### config.mk
export PLATFORM = sky130hd
export DESIGN_NAME = nearest_point_on_polyline_top
export DESIGN_NICKNAME = d
export VERILOG_FILES = /design/src/rtl/npp_pkg.sv /design/src/rtl/nearest_point_on_polyline_top.sv /design/src/rtl/npp_front.sv /design/src/rtl/npp_div.sv /design/src/rtl/npp_back.sv
export SDC_FILE = /design/constraint.sdc
export NUM_CORES = 2
export LEC_CHECK = 0
export ABC_AREA = 1
export BUFFER_PORTS_ARGS = -buffer_cell sky130_fd_sc_hd__buf_2
export CAP_MARGIN = 10
export CORE_MARGIN = 2
export CORE_UTILIZATION = 40
export DETAILED_ROUTE_END_ITERATION = 10
export PLACE_DENSITY = 0.54
export SLEW_MARGIN = 20
export SYNTH_ARGS = -nofsm -noshare
export SYNTH_HDL_FRONTEND = slang
export SYNTH_SLANG_ARGS = --single-unit
### constraint.sdc
create_clock -name clk -period 13.7 [get_ports clk]
set_clock_uncertainty 0.1 [all_clocks]
set_input_delay 1.37 -clock clk [delete_from_list [all_inputs] [get_ports clk]]
set_output_delay 1.37 -clock clk [all_outputs]
set_load 0.01 [all_outputs]
### src/rtl/npp_pkg.sv
// Shared widths, beat types and register indexes for the nearest point on polyline block.
package npp_pkg;

  // Coordinate width and the widths of the arithmetic that follow from it
  localparam int COORD_W = 16;
  localparam int DIFF_W  = COORD_W + 1;       // vertex and query differences
  localparam int MUL_W   = DIFF_W + 1;        // shared multiplier operand
  localparam int PROD_W  = 2 * MUL_W;
  localparam int DOT_W   = 2 * DIFF_W + 1;    // signed dot product
  localparam int NRM_W   = 2 * DIFF_W;        // squared segment length
  localparam int MAG_W   = NRM_W + COORD_W + 1;
  localparam int NUM_W   = MAG_W + 2;         // 2*mag + nrm
  localparam int DEN_W   = NRM_W + 1;         // 2*nrm
  localparam int QUO_W   = DIFF_W;
  localparam int REM_W   = NUM_W - QUO_W;
  localparam int CNT_W   = $clog2(QUO_W + 1);
  localparam int DIST_W  = 2 * COORD_W + 1;

  // Configuration register indexes
  localparam int CFG_IDX_W = 2;
  localparam logic [CFG_IDX_W-1:0] REG_QUERY_X = 2'd0;
  localparam logic [CFG_IDX_W-1:0] REG_QUERY_Y = 2'd1;

  typedef logic signed [COORD_W-1:0] coord_t;

  typedef struct packed {
    coord_t vertex_x;
    coord_t vertex_y;
    logic   first_vertex;
    logic   last_vertex;
  } in_beat_t;

  typedef struct packed {
    coord_t              nearest_x;
    coord_t              nearest_y;
    logic [DIST_W-1:0]   nearest_dist_sq;
  } out_beat_t;

  // Queue head offered to the back end
  typedef struct packed {
    logic     valid;
    in_beat_t beat;
  } queue_head_t;

  typedef struct packed {
    logic             start;
    logic [NUM_W-1:0] num;
    logic [DEN_W-1:0] den;
  } div_req_t;

  typedef struct packed {
    logic             done;
    logic [QUO_W-1:0] quot;
  } div_rsp_t;

endpackage

### src/rtl/nearest_point_on_polyline_top.sv
// Top level of the nearest point on polyline block: query registers and unit wiring.
//
// Usage: write the query point through the cfg_ channel (index 0 = x, 1 = y,
// signed Q12.4) while the block is idle; cfg_ready is always high. Vertex beats
// enter on in_valid/in_stall; first_vertex starts a polyline, last_vertex asks
// for a result. One result beat per last vertex leaves on out_valid/out_stall
// with the nearest point and its squared distance (Q.8).
// An accepted beat is registered in the queue before the back end sees it.
// A first vertex goes straight to the distance steps; a degenerate or clamped
// segment first runs the dot product, length and decide steps, and a segment
// with an interior projection also runs the restoring divider once per axis,
// at one quotient bit per cycle, using the shared 18x18 multiplier for each
// product. out_valid rises after the emit step once the output register is
// free.
// A two-entry queue takes beats while the back end is busy; in_stall rises
// only when it is full. A stalled result holds in the output register, and
// the back end waits on it before loading the next one.
// Reset: synchronous, active low; clears the query point, previous vertex,
// best point, queue and output valid.
module nearest_point_on_polyline_top import npp_pkg::*; (
  input  logic                 clk,
  input  logic                 rst_n,
  input  logic                 in_valid,
  output logic                 in_stall,
  input  in_beat_t             in_data,
  output logic                 out_valid,
  input  logic                 out_stall,
  output out_beat_t            out_data,
  input  logic                 cfg_valid,
  output logic                 cfg_ready,
  input  logic [CFG_IDX_W-1:0] cfg_index,
  input  logic [COORD_W-1:0]   cfg_wdata
);

  coord_t      query_x_r, query_y_r;
  queue_head_t head;
  logic        pop;
  div_req_t    div_req;
  div_rsp_t    div_rsp;

  assign cfg_ready = 1'b1;

  // Query point registers
  always_ff @(posedge clk) begin
    if (!rst_n) begin
      query_x_r <= '0;
      query_y_r <= '0;
    end else if (cfg_valid) begin
      if (cfg_index == REG_QUERY_X) query_x_r <= cfg_wdata;
      if (cfg_index == REG_QUERY_Y) query_y_r <= cfg_wdata;
    end
  end

  npp_front u_front (
    .clk      (clk),
    .rst_n    (rst_n),
    .in_valid (in_valid),
    .in_stall (in_stall),
    .in_data  (in_data),
    .head     (head),
    .pop      (pop)
  );

  npp_div u_div (
    .clk   (clk),
    .rst_n (rst_n),
    .req   (div_req),
    .rsp   (div_rsp)
  );

  npp_back u_back (
    .clk       (clk),
    .rst_n     (rst_n),
    .query_x   (query_x_r),
    .query_y   (query_y_r),
    .head      (head),
    .pop       (pop),
    .div_req   (div_req),
    .div_rsp   (div_rsp),
    .out_valid (out_valid),
    .out_stall (out_stall),
    .out_data  (out_data)
  );

endmodule

### src/rtl/npp_front.sv
// Front end: accepts vertex beats into a two-entry queue for the back end.
module npp_front import npp_pkg::*; (
  input  logic        clk,
  input  logic        rst_n,
  input  logic        in_valid,
  output logic        in_stall,
  input  in_beat_t    in_data,
  output queue_head_t head,
  input  logic        pop
);

  in_beat_t    mem_r [2];
  logic        wr_ptr_r;
  logic        rd_ptr_r;
  logic [1:0]  count_r;
  logic        push;
  logic        do_pop;

  assign in_stall = (count_r == 2'd2);
  assign push     = in_valid && !in_stall;
  assign do_pop   = pop && (count_r != 2'd0);

  assign head.valid = (count_r != 2'd0);
  assign head.beat  = mem_r[rd_ptr_r];

  // Storage
  always_ff @(posedge clk) begin
    if (push) begin
      mem_r[wr_ptr_r] <= in_data;
    end
  end

  // Pointers and fill count
  always_ff @(posedge clk) begin
    if (!rst_n) begin
      wr_ptr_r <= 1'b0;
      rd_ptr_r <= 1'b0;
      count_r  <= 2'd0;
    end else begin
      if (push) wr_ptr_r <= !wr_ptr_r;
      if (do_pop) rd_ptr_r <= !rd_ptr_r;
      count_r <= count_r + {1'b0, push} - {1'b0, do_pop};
    end
  end

endmodule

### src/rtl/npp_div.sv
// Restoring divider, one quotient bit per cycle, for the projection offset.
module npp_div import npp_pkg::*; (
  input  logic     clk,
  input  logic     rst_n,
  input  div_req_t req,
  output div_rsp_t rsp
);

  logic             busy_r;
  logic             done_r;
  logic [CNT_W-1:0] cnt_r;
  logic [REM_W-1:0] rem_r;
  logic [QUO_W-1:0] lo_r;
  logic [QUO_W-1:0] quo_r;
  logic [DEN_W-1:0] den_r;
  logic [REM_W-1:0] trial;
  logic             ge;

  assign trial = {rem_r[REM_W-2:0], lo_r[QUO_W-1]};
  assign ge    = (trial >= REM_W'(den_r));

  assign rsp.done = done_r;
  assign rsp.quot = quo_r;

  // Datapath
  always_ff @(posedge clk) begin
    if (req.start) begin
      rem_r <= req.num[NUM_W-1:QUO_W];
      lo_r  <= req.num[QUO_W-1:0];
      den_r <= req.den;
    end else if (busy_r) begin
      rem_r <= ge ? (trial - REM_W'(den_r)) : trial;
      lo_r  <= {lo_r[QUO_W-2:0], 1'b0};
      quo_r <= {quo_r[QUO_W-2:0], ge};
    end
  end

  // Control
  always_ff @(posedge clk) begin
    if (!rst_n) begin
      busy_r <= 1'b0;
      done_r <= 1'b0;
      cnt_r  <= '0;
    end else begin
      done_r <= 1'b0;
      if (req.start) begin
        busy_r <= 1'b1;
        cnt_r  <= CNT_W'(QUO_W);
      end else if (busy_r) begin
        cnt_r <= cnt_r - 1'b1;
        if (cnt_r == CNT_W'(1)) begin
          busy_r <= 1'b0;
          done_r <= 1'b1;
        end
      end
    end
  end

endmodule

### src/rtl/npp_back.sv
// Back end: projects the query onto each segment, keeps the running best, drives results.
module npp_back import npp_pkg::*; (
  input  logic        clk,
  input  logic        rst_n,
  input  coord_t      query_x,
  input  coord_t      query_y,
  input  queue_head_t head,
  output logic        pop,
  output div_req_t    div_req,
  input  div_rsp_t    div_rsp,
  output logic        out_valid,
  input  logic        out_stall,
  output out_beat_t   out_data
);

  typedef enum logic [12:0] {
    ST_IDLE   = 13'b0000000000001,
    ST_DOT0   = 13'b0000000000010,
    ST_DOT1   = 13'b0000000000100,
    ST_NRM0   = 13'b0000000001000,
    ST_NRM1   = 13'b0000000010000,
    ST_DECIDE = 13'b0000000100000,
    ST_PLO    = 13'b0000001000000,
    ST_PHI    = 13'b0000010000000,
    ST_DLOAD  = 13'b0000100000000,
    ST_DIV    = 13'b0001000000000,
    ST_DST0   = 13'b0010000000000,
    ST_DST1   = 13'b0100000000000,
    ST_EMIT   = 13'b1000000000000
  } state_t;

  state_t                    state_r;
  coord_t                    ax_r, ay_r;
  coord_t                    bx_r, by_r;
  logic                      last_r;
  logic signed [DIFF_W-1:0]  abx_r, aby_r, apx_r, apy_r;
  logic signed [DOT_W-1:0]   dot_r;
  logic [NRM_W-1:0]          nrm_r;
  logic [MAG_W-1:0]          mag_r;
  logic                      axis_r;
  coord_t                    cx_r, cy_r;
  logic [DIST_W-1:0]         dist_r;
  logic                      first_r;
  logic                      seen_r;
  coord_t                    best_x_r, best_y_r;
  logic [DIST_W-1:0]         best_d_r;
  out_beat_t                 out_r;
  logic                      out_valid_r;

  logic signed [MUL_W-1:0]   mul_a, mul_b;
  logic signed [PROD_W-1:0]  prod;
  logic signed [DIFF_W-1:0]  ab_sel;
  logic [DIFF_W-1:0]         ab_mag;
  logic signed [DIFF_W-1:0]  dcx, dcy;
  logic signed [DIFF_W-1:0]  a_sel;
  logic signed [DIFF_W-1:0]  c_sum;
  logic [DIST_W-1:0]         d_new;
  logic                      out_free;

  assign out_free  = !out_valid_r || !out_stall;
  assign out_valid = out_valid_r;
  assign out_data  = out_r;
  assign pop       = (state_r == ST_IDLE) && head.valid;

  // Axis operand for the offset multiply and divide
  assign ab_sel = axis_r ? aby_r : abx_r;
  assign ab_mag = ab_sel[DIFF_W-1] ? DIFF_W'(-ab_sel) : DIFF_W'(ab_sel);
  assign a_sel  = axis_r ? {ay_r[COORD_W-1], ay_r} : {ax_r[COORD_W-1], ax_r};
  assign c_sum  = ab_sel[DIFF_W-1] ? (a_sel - $signed(div_rsp.quot))
                                   : (a_sel + $signed(div_rsp.quot));

  // Query minus candidate point
  assign dcx = {query_x[COORD_W-1], query_x} - {cx_r[COORD_W-1], cx_r};
  assign dcy = {query_y[COORD_W-1], query_y} - {cy_r[COORD_W-1], cy_r};

  // Shared multiplier operand select
  always_comb begin
    mul_a = '0;
    mul_b = '0;
    unique case (state_r)
      ST_DOT0: begin
        mul_a = {apx_r[DIFF_W-1], apx_r};
        mul_b = {abx_r[DIFF_W-1], abx_r};
      end
      ST_DOT1: begin
        mul_a = {apy_r[DIFF_W-1], apy_r};
        mul_b = {aby_r[DIFF_W-1], aby_r};
      end
      ST_NRM0: begin
        mul_a = {abx_r[DIFF_W-1], abx_r};
        mul_b = {abx_r[DIFF_W-1], abx_r};
      end
      ST_NRM1: begin
        mul_a = {aby_r[DIFF_W-1], aby_r};
        mul_b = {aby_r[DIFF_W-1], aby_r};
      end
      ST_PLO: begin
        mul_a = {1'b0, ab_mag};
        mul_b = {1'b0, dot_r[DIFF_W-1:0]};
      end
      ST_PHI: begin
        mul_a = {1'b0, ab_mag};
        mul_b = {1'b0, dot_r[2*DIFF_W-1:DIFF_W]};
      end
      ST_DST0: begin
        mul_a = {dcx[DIFF_W-1], dcx};
        mul_b = {dcx[DIFF_W-1], dcx};
      end
      ST_DST1: begin
        mul_a = {dcy[DIFF_W-1], dcy};
        mul_b = {dcy[DIFF_W-1], dcy};
      end
      default: begin
        mul_a = '0;
        mul_b = '0;
      end
    endcase
  end

  assign prod  = mul_a * mul_b;
  assign d_new = dist_r + prod[DIST_W-1:0];

  // Divider request: round(mag / nrm) as (2*mag + nrm) / (2*nrm)
  assign div_req.start = (state_r == ST_DLOAD);
  assign div_req.num   = {mag_r, 1'b0} + NUM_W'(nrm_r);
  assign div_req.den   = {nrm_r, 1'b0};

  // Datapath registers
  always_ff @(posedge clk) begin
    if (!rst_n) begin
      ax_r     <= '0;
      ay_r     <= '0;
      best_x_r <= '0;
      best_y_r <= '0;
      best_d_r <= '0;
    end else begin
      unique case (state_r)
        ST_IDLE: begin
          if (head.valid) begin
            bx_r    <= head.beat.vertex_x;
            by_r    <= head.beat.vertex_y;
            first_r <= head.beat.first_vertex;
            last_r  <= head.beat.last_vertex;
            cx_r    <= head.beat.vertex_x;
            cy_r    <= head.beat.vertex_y;
            abx_r   <= {head.beat.vertex_x[COORD_W-1], head.beat.vertex_x}
                       - {ax_r[COORD_W-1], ax_r};
            aby_r   <= {head.beat.vertex_y[COORD_W-1], head.beat.vertex_y}
                       - {ay_r[COORD_W-1], ay_r};
            apx_r   <= {query_x[COORD_W-1], query_x} - {ax_r[COORD_W-1], ax_r};
            apy_r   <= {query_y[COORD_W-1], query_y} - {ay_r[COORD_W-1], ay_r};
          end
        end
        ST_DOT0: dot_r <= prod[DOT_W-1:0];
        ST_DOT1: dot_r <= dot_r + prod[DOT_W-1:0];
        ST_NRM0: nrm_r <= prod[NRM_W-1:0];
        ST_NRM1: nrm_r <= nrm_r + prod[NRM_W-1:0];
        ST_DECIDE: begin
          axis_r <= 1'b0;
          if (nrm_r == '0 || dot_r[DOT_W-1] || dot_r == '0) begin
            cx_r <= ax_r;
            cy_r <= ay_r;
          end else if (dot_r[DOT_W-2:0] >= nrm_r) begin
            cx_r <= bx_r;
            cy_r <= by_r;
          end
        end
        ST_PLO: mag_r <= MAG_W'(prod[NRM_W-1:0]);
        ST_PHI: mag_r <= mag_r + MAG_W'({prod[NRM_W-1:0], {DIFF_W{1'b0}}});
        ST_DIV: begin
          if (div_rsp.done) begin
            if (axis_r) begin
              cy_r <= c_sum[COORD_W-1:0];
            end else begin
              cx_r   <= c_sum[COORD_W-1:0];
              axis_r <= 1'b1;
            end
          end
        end
        ST_DST0: dist_r <= prod[DIST_W-1:0];
        ST_DST1: begin
          if (first_r || !seen_r || d_new < best_d_r) begin
            best_x_r <= cx_r;
            best_y_r <= cy_r;
            best_d_r <= d_new;
          end
          ax_r <= bx_r;
          ay_r <= by_r;
        end
        ST_EMIT: begin
          if (out_free) begin
            out_r.nearest_x       <= best_x_r;
            out_r.nearest_y       <= best_y_r;
            out_r.nearest_dist_sq <= best_d_r;
          end
        end
        default: ;
      endcase
    end
  end

  // Sequencer
  always_ff @(posedge clk) begin
    if (!rst_n) begin
      state_r     <= ST_IDLE;
      seen_r      <= 1'b0;
      out_valid_r <= 1'b0;
    end else begin
      if (state_r == ST_EMIT && out_free) begin
        out_valid_r <= 1'b1;
      end else if (!out_stall) begin
        out_valid_r <= 1'b0;
      end
      unique case (state_r)
        ST_IDLE: begin
          if (head.valid) begin
            state_r <= head.beat.first_vertex ? ST_DST0 : ST_DOT0;
          end
        end
        ST_DOT0: state_r <= ST_DOT1;
        ST_DOT1: state_r <= ST_NRM0;
        ST_NRM0: state_r <= ST_NRM1;
        ST_NRM1: state_r <= ST_DECIDE;
        ST_DECIDE: begin
          if (nrm_r == '0 || dot_r[DOT_W-1] || dot_r == '0 ||
              dot_r[DOT_W-2:0] >= nrm_r) begin
            state_r <= ST_DST0;
          end else begin
            state_r <= ST_PLO;
          end
        end
        ST_PLO:   state_r <= ST_PHI;
        ST_PHI:   state_r <= ST_DLOAD;
        ST_DLOAD: state_r <= ST_DIV;
        ST_DIV: begin
          if (div_rsp.done) begin
            state_r <= axis_r ? ST_DST0 : ST_PLO;
          end
        end
        ST_DST0: state_r <= ST_DST1;
        ST_DST1: begin
          seen_r  <= !first_r;
          state_r <= last_r ? ST_EMIT : ST_IDLE;
        end
        ST_EMIT: begin
          if (out_free) state_r <= ST_IDLE;
        end
        default: state_r <= ST_IDLE;
      endcase
    end
  end

`ifndef ASSERT_OFF
  a_state_onehot: assert property (@(posedge clk) disable iff (!rst_n)
    $onehot(state_r))
    else $error("sequencer state not one-hot");

  a_div_nonzero: assert property (@(posedge clk) disable iff (!rst_n)
    (state_r == ST_DLOAD) |-> (nrm_r != '0))
    else $error("divide started with zero segment length");

  a_emit_last: assert property (@(posedge clk) disable iff (!rst_n)
    (state_r == ST_EMIT) |-> last_r)
    else $error("result emitted for a vertex not marked last");

  a_out_load: assert property (@(posedge clk) disable iff (!rst_n)
    $rose(out_valid_r) |-> $past(state_r == ST_EMIT))
    else $error("result raised outside the emit step");
`endif

endmodule

After elaboration in Yosys (flattened, before gate mapping)
Memory sizes are Yosys's and may differ from the RTL's. A register that Yosys moved wholly into a read port is not among the register bits.
Index checks and enable logic that the tools add are counted.
{ "op_classes": {"addsub": 18, "n_mul": 1, "order_cmp": 3, "n_eq_ne": 23, "mux": 48, "bitwise": 3, "n_reduce_logical": 46} }
{ "op_table": {"columns": ["op", "count"], "rows": [
  ["$mux 16", 12],
  ["$pmux 13 s13", 1],
  ["$pmux 18 s7", 1],
  ["$pmux 18 s6", 1],
  ["$mux 35", 3],
  ["$pmux 51 s2", 1],
  ["$sub 16x16->17", 6],
  ["$pmux 16 s3", 2],
  ["$pmux 35 s2", 1],
  ["$mux 17", 4],
  ["$pmux 34 s2", 1],
  ["$add 52x34->52", 1],
  ["$mux 13", 4],
  ["$add 51x51->51", 1],
  ["$ge 36x35->1", 1],
  ["$add 35x35->35", 1],
  ["$logic_not 35->1", 1],
  ["$mul 18x18->35", 1],
  ["$sub 35x35->35", 1],
  ["$add 34x34->34", 1],
  ["$ge 34x34->1", 1],
  ["$logic_not 34->1", 1],
  ["$add 33x33->33", 1],
  ["$lt 33x33->1", 1],
  ["41 further kinds", 93]
]} }
{ "totals": {"register_bits": 610, "ramBits": 68, "input_bits": 57, "output_inout_bits": 68, "word_cells": 182, "n_memories": 1} }
{ "mem_list": {"columns": ["name", "words", "width", "rd", "rd_clocked_by_memory_dff", "write_ports", "line", "rtl"], "rows": [
  ["u_front.mem_r", 2, 34, 1, 1, 1, "npp_front.sv:12", "in_beat_t mem_r [2];"]
]} }

Depth between registers and ports, before layout
{ "depth": {"word_depth": 9, "ltp_mapped": 67, "depth_no_buf": 66} }

Hierarchy
A second synthesis with hierarchy kept.
{ "unflattened": {"hier_cells": 7515, "hier_area_um2": 59678.5} }
{ "by_module_without_submodules": {"columns": ["module", "instances", "cells_per_inst", "area_each_um2"], "rows": [
  ["npp_back", 1, 6172, 47973.5],
  ["npp_div", 1, 990, 7448.4],
  ["npp_front", 1, 143, 2852.7],
  ["nearest_point_on_polyline_top", 1, 210, 1403.8]
]} }

Worst setup path after synthesis
OpenSTA, ideal clock, no wires.
{ "synth_path": {"kind": "register -> register", "startpoint": "register u_back.axis_r", "endpoint": "register u_back.best_d_r[1]", "setup_ps": 116, "arrival_ps": 10093, "t_required_ps": 13484, "setup_slack_ps": 3391, "path_stages_with_launch": 60, "n_path_buf": 3, "synth_period_minus_slack_ps": 10309, "cell_sequence": "edfxtp_1 > buf_6 > buf_6 > o21a_1 > inv_1 > ha_1 > inv_1 > or2_2 > nor3_1 > nand2_1 > o21ai_0 > a21oi_1 > o21ai_0 > nand3_2 > inv_2 > nor2_1 > fa_1 > inv_1 > (+24 left out) > nor2_1 > nand2_1 > o21ai_0 > xor2_1 > inv_1 > ha_1 > nand2_1 > nor2_1 > nand2_1 > nor4b_1 > nand4_1 > nand3_1 > nand2_1 > nand2_1 > inv_2 > clkbuf_1 > nor2_1 > nor2_1"} }
{ "synth_between": {"elab_chain_cells": 9} }
{ "synth_lines": {"columns": ["item", "line", "rtl"], "rows": [
  ["start: declaration", "npp_back.sv:40", "logic axis_r;"],
  ["start signal: assignment", "npp_back.sv:159", "axis_r <= 1'b0;"],
  ["start signal: assignment", "npp_back.sv:176", "axis_r <= 1'b1;"],
  ["$mux 17 *", "npp_back.sv:66", "assign ab_sel = axis_r ? aby_r : abx_r;"],
  ["$neg 17->17", "npp_back.sv:67", "assign ab_mag = ab_sel[DIFF_W-1] ? DIFF_W'(-ab_sel) : DIFF_W'(ab_sel);"],
  ["$mux 17 *", "npp_back.sv:67", null],
  ["$pmux 18 s7 *", "npp_back.sv:80", "unique case (state_r)"],
  ["$mul 18x18->35 *", "npp_back.sv:120", "assign prod = mul_a * mul_b;"],
  ["net u_back.prod[26]", "npp_back.sv:51", "logic signed [PROD_W-1:0] prod;"],
  ["$add 33x33->33 *", "npp_back.sv:121", "assign d_new = dist_r + prod[DIST_W-1:0];"],
  ["net u_back.d_new[28]", "npp_back.sv:57", "logic [DIST_W-1:0] d_new;"],
  ["$lt 33x33->1 *", "npp_back.sv:182", "if (first_r || !seen_r || d_new < best_d_r) begin"],
  ["$logic_or 1x1->1 *", "npp_back.sv:182", null],
  ["$reduce_and 2->1 (no line) *", null, null],
  ["end signal: assignment", "npp_back.sv:185", "best_d_r <= d_new;"],
  ["end: declaration", "npp_back.sv:46", "logic [DIST_W-1:0] best_d_r;"]
]} }
Mark *: on every way through the listed nets, which the timed path passes. The rest lies on a longest branch.
A chain may end at the register's enable or synchronous reset.

Final worst setup path
{ "layout_path": {"startpoint": "register u_back.state_r[8]", "endpoint": "register u_back.best_d_r[10]"} }
{ "layout_between": {"elab_chain_cells": 8, "elab_cells_between_ends": 18} }
{ "layout_lines": {"columns": ["item", "line", "rtl"], "rows": [
  ["start: declaration", "npp_back.sv:32", "state_t state_r;"],
  ["start signal: assignment", "npp_back.sv:217", "state_r <= head.beat.first_vertex ? ST_DST0 : ST_DOT0;"],
  ["start signal: assignment", "npp_back.sv:237", "state_r <= axis_r ? ST_DST0 : ST_PLO;"],
  ["start signal: assignment", "npp_back.sv:243", "state_r <= last_r ? ST_EMIT : ST_IDLE;"],
  ["$eq 13x7->1, or another cell as far along", "npp_back.sv:80", null],
  ["$reduce_or 2->1 (no line)", null, null],
  ["$pmux 18 s7 / $pmux 18 s6 (equally long branches)", "npp_back.sv:80", null],
  ["$mul 18x18->35 *", "npp_back.sv:120", null],
  ["net u_back.prod[30]", "npp_back.sv:51", null],
  ["$add 33x33->33 *", "npp_back.sv:121", null],
  ["net u_back.d_new[32]", "npp_back.sv:57", null],
  ["$lt 33x33->1 *", "npp_back.sv:182", null],
  ["$logic_or 1x1->1 *", "npp_back.sv:182", null],
  ["$reduce_and 2->1 (no line) *", null, null]
]} }
Marks and branches as above.

==> impl_summary.log <==
[metrics] GR met3 Demand/Resource: 0.0298
[metrics] Setup-failing EPs final: 0
[metrics] root buf cell: sky130_fd_sc_hd__clkbuf_16
[metrics] met1 Track Usage GR: 0.342
[metrics] Cell Count Post-Placement: 9,384
[metrics] dominant synthesized flop cell: sky130_fd_sc_hd__edfxtp_1
[metrics] PwrDens: between 90 and 100 mW/mm^2
[metrics] pins over their slew limit: 0
[metrics] worst min path class: flip-flop to flip-flop
[metrics] initial antenna violation count: 3
[metrics] summed instance area of the synthesized netlist: 0.0590 sq mm
[metrics] maximum number of pins on one net before global-route repair: a little under 70
[metrics] number of distinct library cells after synthesis: 76
[metrics] TritonCTS clock tree: done
[metrics] Final Instance Count excl. Fillers: approximately 9,500
[metrics] Post-Place Setup Slack: between 0.7 and 0.8 ns
[metrics] RSZ-0062 raised after global routing: false
[metrics] maximum fanout encountered on the critical timing path: 38
[metrics] WL final: roughly 210,000 microns
[metrics] via count: about 50,000
[metrics] count of buffers from port buffering: approximately 120
[metrics] hold_ws: about 0.33 ns
[metrics] fraction of post-synthesis cell area in the top cell type by area: 0.266
[metrics] slowest cell on the critical path: sky130_fd_sc_hd__fa_1
[metrics] synthesis warning total: 0
[metrics] Arrival @ worst endpoint: roughly 13 ns
[metrics] Post-Syn Area per Cell: between 7 and 8 sq um
[metrics] synthesized netlist net count: 8,275
[metrics] horizontal die dimension: a little under 400 microns
[metrics] starting utilization of the core area: 0.404
[metrics] path depth of the worst reg2reg path: between 50 and 60
[metrics] Fin Setup TNS: 0 ns
[metrics] Critical Path End Type: flip-flop
[metrics] Routed WL per cell: between 20 and 25 microns
[metrics] clock sinks: 679
[metrics] ratio of cells with drive above 1 in the final layout: 0.0675
[metrics] async set-or-reset flop fraction in the synthesized netlist: 0
[metrics] number of nets with antenna violations after routing: 0
[metrics] post-synth top area cell: sky130_fd_sc_hd__edfxtp_1
[metrics] DR DRC count: 0
[metrics] actual transition at the worst max-transition pin: between 1 and 1.5 ns
[metrics] leakage power: 29.9 nW
[metrics] data required time at the worst endpoint: 14.23 ns
[metrics] final hold vios: 0
[metrics] final worst-path setup slack: 1.04 ns
[metrics] final net count: between 8,000 and 9,000
[metrics] boundary pin count: 125
[metrics] final core utilization: 0.443
[metrics] number of CTS-inserted buffers: 80
[metrics] total half-perimeter wirelength after legalization and detailed placement: 173,000 microns
[metrics] worst vdd ir: ~0.00012 V
[metrics] final worst-path cycle share: 0.924
[metrics] result of the run: finished, final reports clean
[metrics] sequential fraction of the synthesis area: 0.319
[metrics] relative slew slack: 0.281
[metrics] Most Crowded Layer GR: met2
[metrics] Die Outline Area: roughly 0.15 sq mm
[metrics] most area-consuming cells after synthesis: sky130_fd_sc_hd__edfxtp_1 27%, sky130_fd_sc_hd__fa_1 11%, sky130_fd_sc_hd__ha_1 10%, sky130_fd_sc_hd__nand2_1 9.8%, sky130_fd_sc_hd__inv_1 8.0%
[metrics] number of iterations in the first detailed-routing pass: 6
[metrics] maximum clock rate: 79.0 MHz
[metrics] die height: about 390 microns
[metrics] max-cap check violation count: 0
[metrics] most numerous cell on the critical path: sky130_fd_sc_hd__nand2_1
[metrics] clock-pin slew reported for the worst setup and hold paths after clock tree synthesis: 0.06 ns
[metrics] final weighted congestion in routability-driven placement: around 0.97
[metrics] detailed router's first-iteration violation count: between 4,000 and 5,000
[metrics] CP max stage delay: between 0.7 and 0.8 ns
[metrics] Worst Hold Path Cells: 0
[metrics] via-per-instance ratio: approximately 5.3
[metrics] # rows: between 100 and 150
[metrics] Post-synth EDFFs: roughly 520
[metrics] area delta synth->final: 9.78%
[metrics] Skew-Pair Late Insertion Delay: 0.71 ns
[metrics] Critical Path Start Type: flip-flop
[metrics] buffers from clock root to sink, at most: 3
[metrics] Crit Path Category: flip-flop to flip-flop
[metrics] CTS H-tree lvls: 3
[metrics] number of global-route vias before repair: 49,631
[metrics] number of synthesized register bits: between 600 and 700
[metrics] number of cells produced by synthesis: 7,406
[metrics] total routing usage reported by global routing: 0.276
[metrics] time the worst path needs with I/O delays and setup: ~13 ns
[metrics] ANT cells: 0
[metrics] global-route wire length before repair: approximately 310,000 microns
[metrics] global-route met2 utilization: 0.476
[metrics] core outline area: between 0.1 and 0.15 sq mm
[metrics] overflow left after global routing: 0
## flip-flops by register name, indices dropped and copies added (netlist names), 34 cells and up, named ones only
name / count
u_front.mem_r: 68
u_back.out_data: 65
u_back.mag_r: 51
u_back.dot_r: 35
u_div.rem_r: 35
u_back.nrm_r: 34
u_div.den_r: 34
## final cells by class
class | instances | area, sq um
multi-input cells | 5289 | 34700
fillers | 14819 | 81300
clock buffers | 116 | 2310
flip-flops and latches | 679 | 18800
repair buffers | 216 | 1320
well taps | 1917 | 2400
clock inverters | 34 | 400
inverters | 1284 | 4830
## metal layers
| metal | wire length, microns | share of wire | vias to the layer above |
|---|---|---|---|
| li1 | - | - | 24622 |
| met1 | 87100 | 0.41 | 24364 |
| met2 | 102000 | 0.48 | 1500 |
| met3 | 9690 | 0.046 | 407 |
| met4 | 12600 | 0.060 | 2 |
| met5 | 8 | 0.000038 | - |
## placed cells by master (no fill, tap or decap), types with 155 or more instances in the layout
master / count
sky130_fd_sc_hd__nor2_1: 677
sky130_fd_sc_hd__fa_1: 336
sky130_fd_sc_hd__a21oi_1: 534
sky130_fd_sc_hd__ha_1: 476
sky130_fd_sc_hd__nand3_1: 313
sky130_fd_sc_hd__edfxtp_1: 523
sky130_fd_sc_hd__o21ai_0: 519
sky130_fd_sc_hd__dfxtp_1: 155
sky130_fd_sc_hd__inv_1: 1262
sky130_fd_sc_hd__nand2_1: 1543
## per-stage QoR
stage | instance area, sq um | power [mW]
2_1_floorplan | 59000 | 3.56
3_3_place_gp | 62000 | 4.17
3_5_place_dp | 62000 | 4.18
4_1_cts | 64700 | 6.40
5_1_grt | 64800 | 6.64
6_report | 64800 | 6.36
## cells by family after synthesis
| family | Yosys count | synth area share |
|---|---|---|
| AOI/OAI and AO/OA | 1358 | 0.129 |
| xor gates and xnor gates | 219 | 0.0326 |
| adders and majority gates | 812 | 0.215 |
| buffers and inverters | 1438 | 0.0948 |
| DFF | 679 | 0.319 |
| muxes | 30 | 0.00573 |
| other | 1 | 0.0000636 |
| and+or+nand+nor | 2869 | 0.204 |
## worst paths after layout
| path | start | end | slack [ns] |
|---|---|---|---|
| worst max register to register | u_back.state_r[8] | u_back.best_d_r[10] | 1.04 |
| worst min register to register | u_back.best_y_r[3] | u_back.out_data[36] | 0.33 |
| worst max-delay path | u_back.state_r[8] | u_back.best_d_r[10] | 1.04 |
| worst min-delay path | u_back.best_y_r[3] | u_back.out_data[36] | 0.33 |
## worst max-delay path, delay by kind of cell, from the launching register on
| kind | cells | cell delay (ns) |
|---|---|---|
| compound gates | 6 | 0.95 |
| fa+ha+maj | 9 | 4.60 |
| buf+inv | 13 | 2.17 |
| flops | 1 | 0.34 |
| simple gates | 28 | 4.40 |
## timing repair
action | in CTS | in global routing
hold endpoints to repair | 0 | 0
setup buffers | 0 | 0
setup endpoints to repair | 0 | 59
hold buffers | 0 | 0
gates resized for setup | 0 | 4
## synth_stat cells (8+ instances only)
master and instances:
sky130_fd_sc_hd__xnor2_1 76, sky130_fd_sc_hd__o21bai_1 44, sky130_fd_sc_hd__nor2_1 685, sky130_fd_sc_hd__nor3_1 97
sky130_fd_sc_hd__fa_1 336, sky130_fd_sc_hd__mux2_2 30, sky130_fd_sc_hd__buf_6 9, sky130_fd_sc_hd__o21ai_0 519
sky130_fd_sc_hd__o31ai_1 10, sky130_fd_sc_hd__nand2_1 1548, sky130_fd_sc_hd__inv_2 15, sky130_fd_sc_hd__inv_1 1263
sky130_fd_sc_hd__buf_2 35, sky130_fd_sc_hd__nor4_1 24, sky130_fd_sc_hd__a31oi_1 38, sky130_fd_sc_hd__edfxtp_1 523
sky130_fd_sc_hd__o22ai_1 18, sky130_fd_sc_hd__or2_2 49, sky130_fd_sc_hd__a21boi_0 27, sky130_fd_sc_hd__o211ai_1 30
sky130_fd_sc_hd__ha_1 476, sky130_fd_sc_hd__a21o_1 43, sky130_fd_sc_hd__a21oi_1 536, sky130_fd_sc_hd__xor2_1 142
sky130_fd_sc_hd__dfxtp_1 156, sky130_fd_sc_hd__nand4_1 68, sky130_fd_sc_hd__buf_4 22, sky130_fd_sc_hd__o21a_1 14
sky130_fd_sc_hd__nand3_1 313, sky130_fd_sc_hd__a211oi_1 8, sky130_fd_sc_hd__nand3b_1 27, sky130_fd_sc_hd__o21ai_1 14
sky130_fd_sc_hd__a221oi_1 15, sky130_fd_sc_hd__clkbuf_1 86, sky130_fd_sc_hd__nand2_2 9
## report_power, final
group	internal, mW	leakage [nW]	total (mW)	switching [mW]
clock	1.27	1.30	2.21	0.938
sequential	2.45	6.07	2.59	0.140
combinational	0.473	22.5	1.57	1.10
total	4.19	29.9	6.36	2.17
Note: power is estimated with default switching activity, not from simulation.
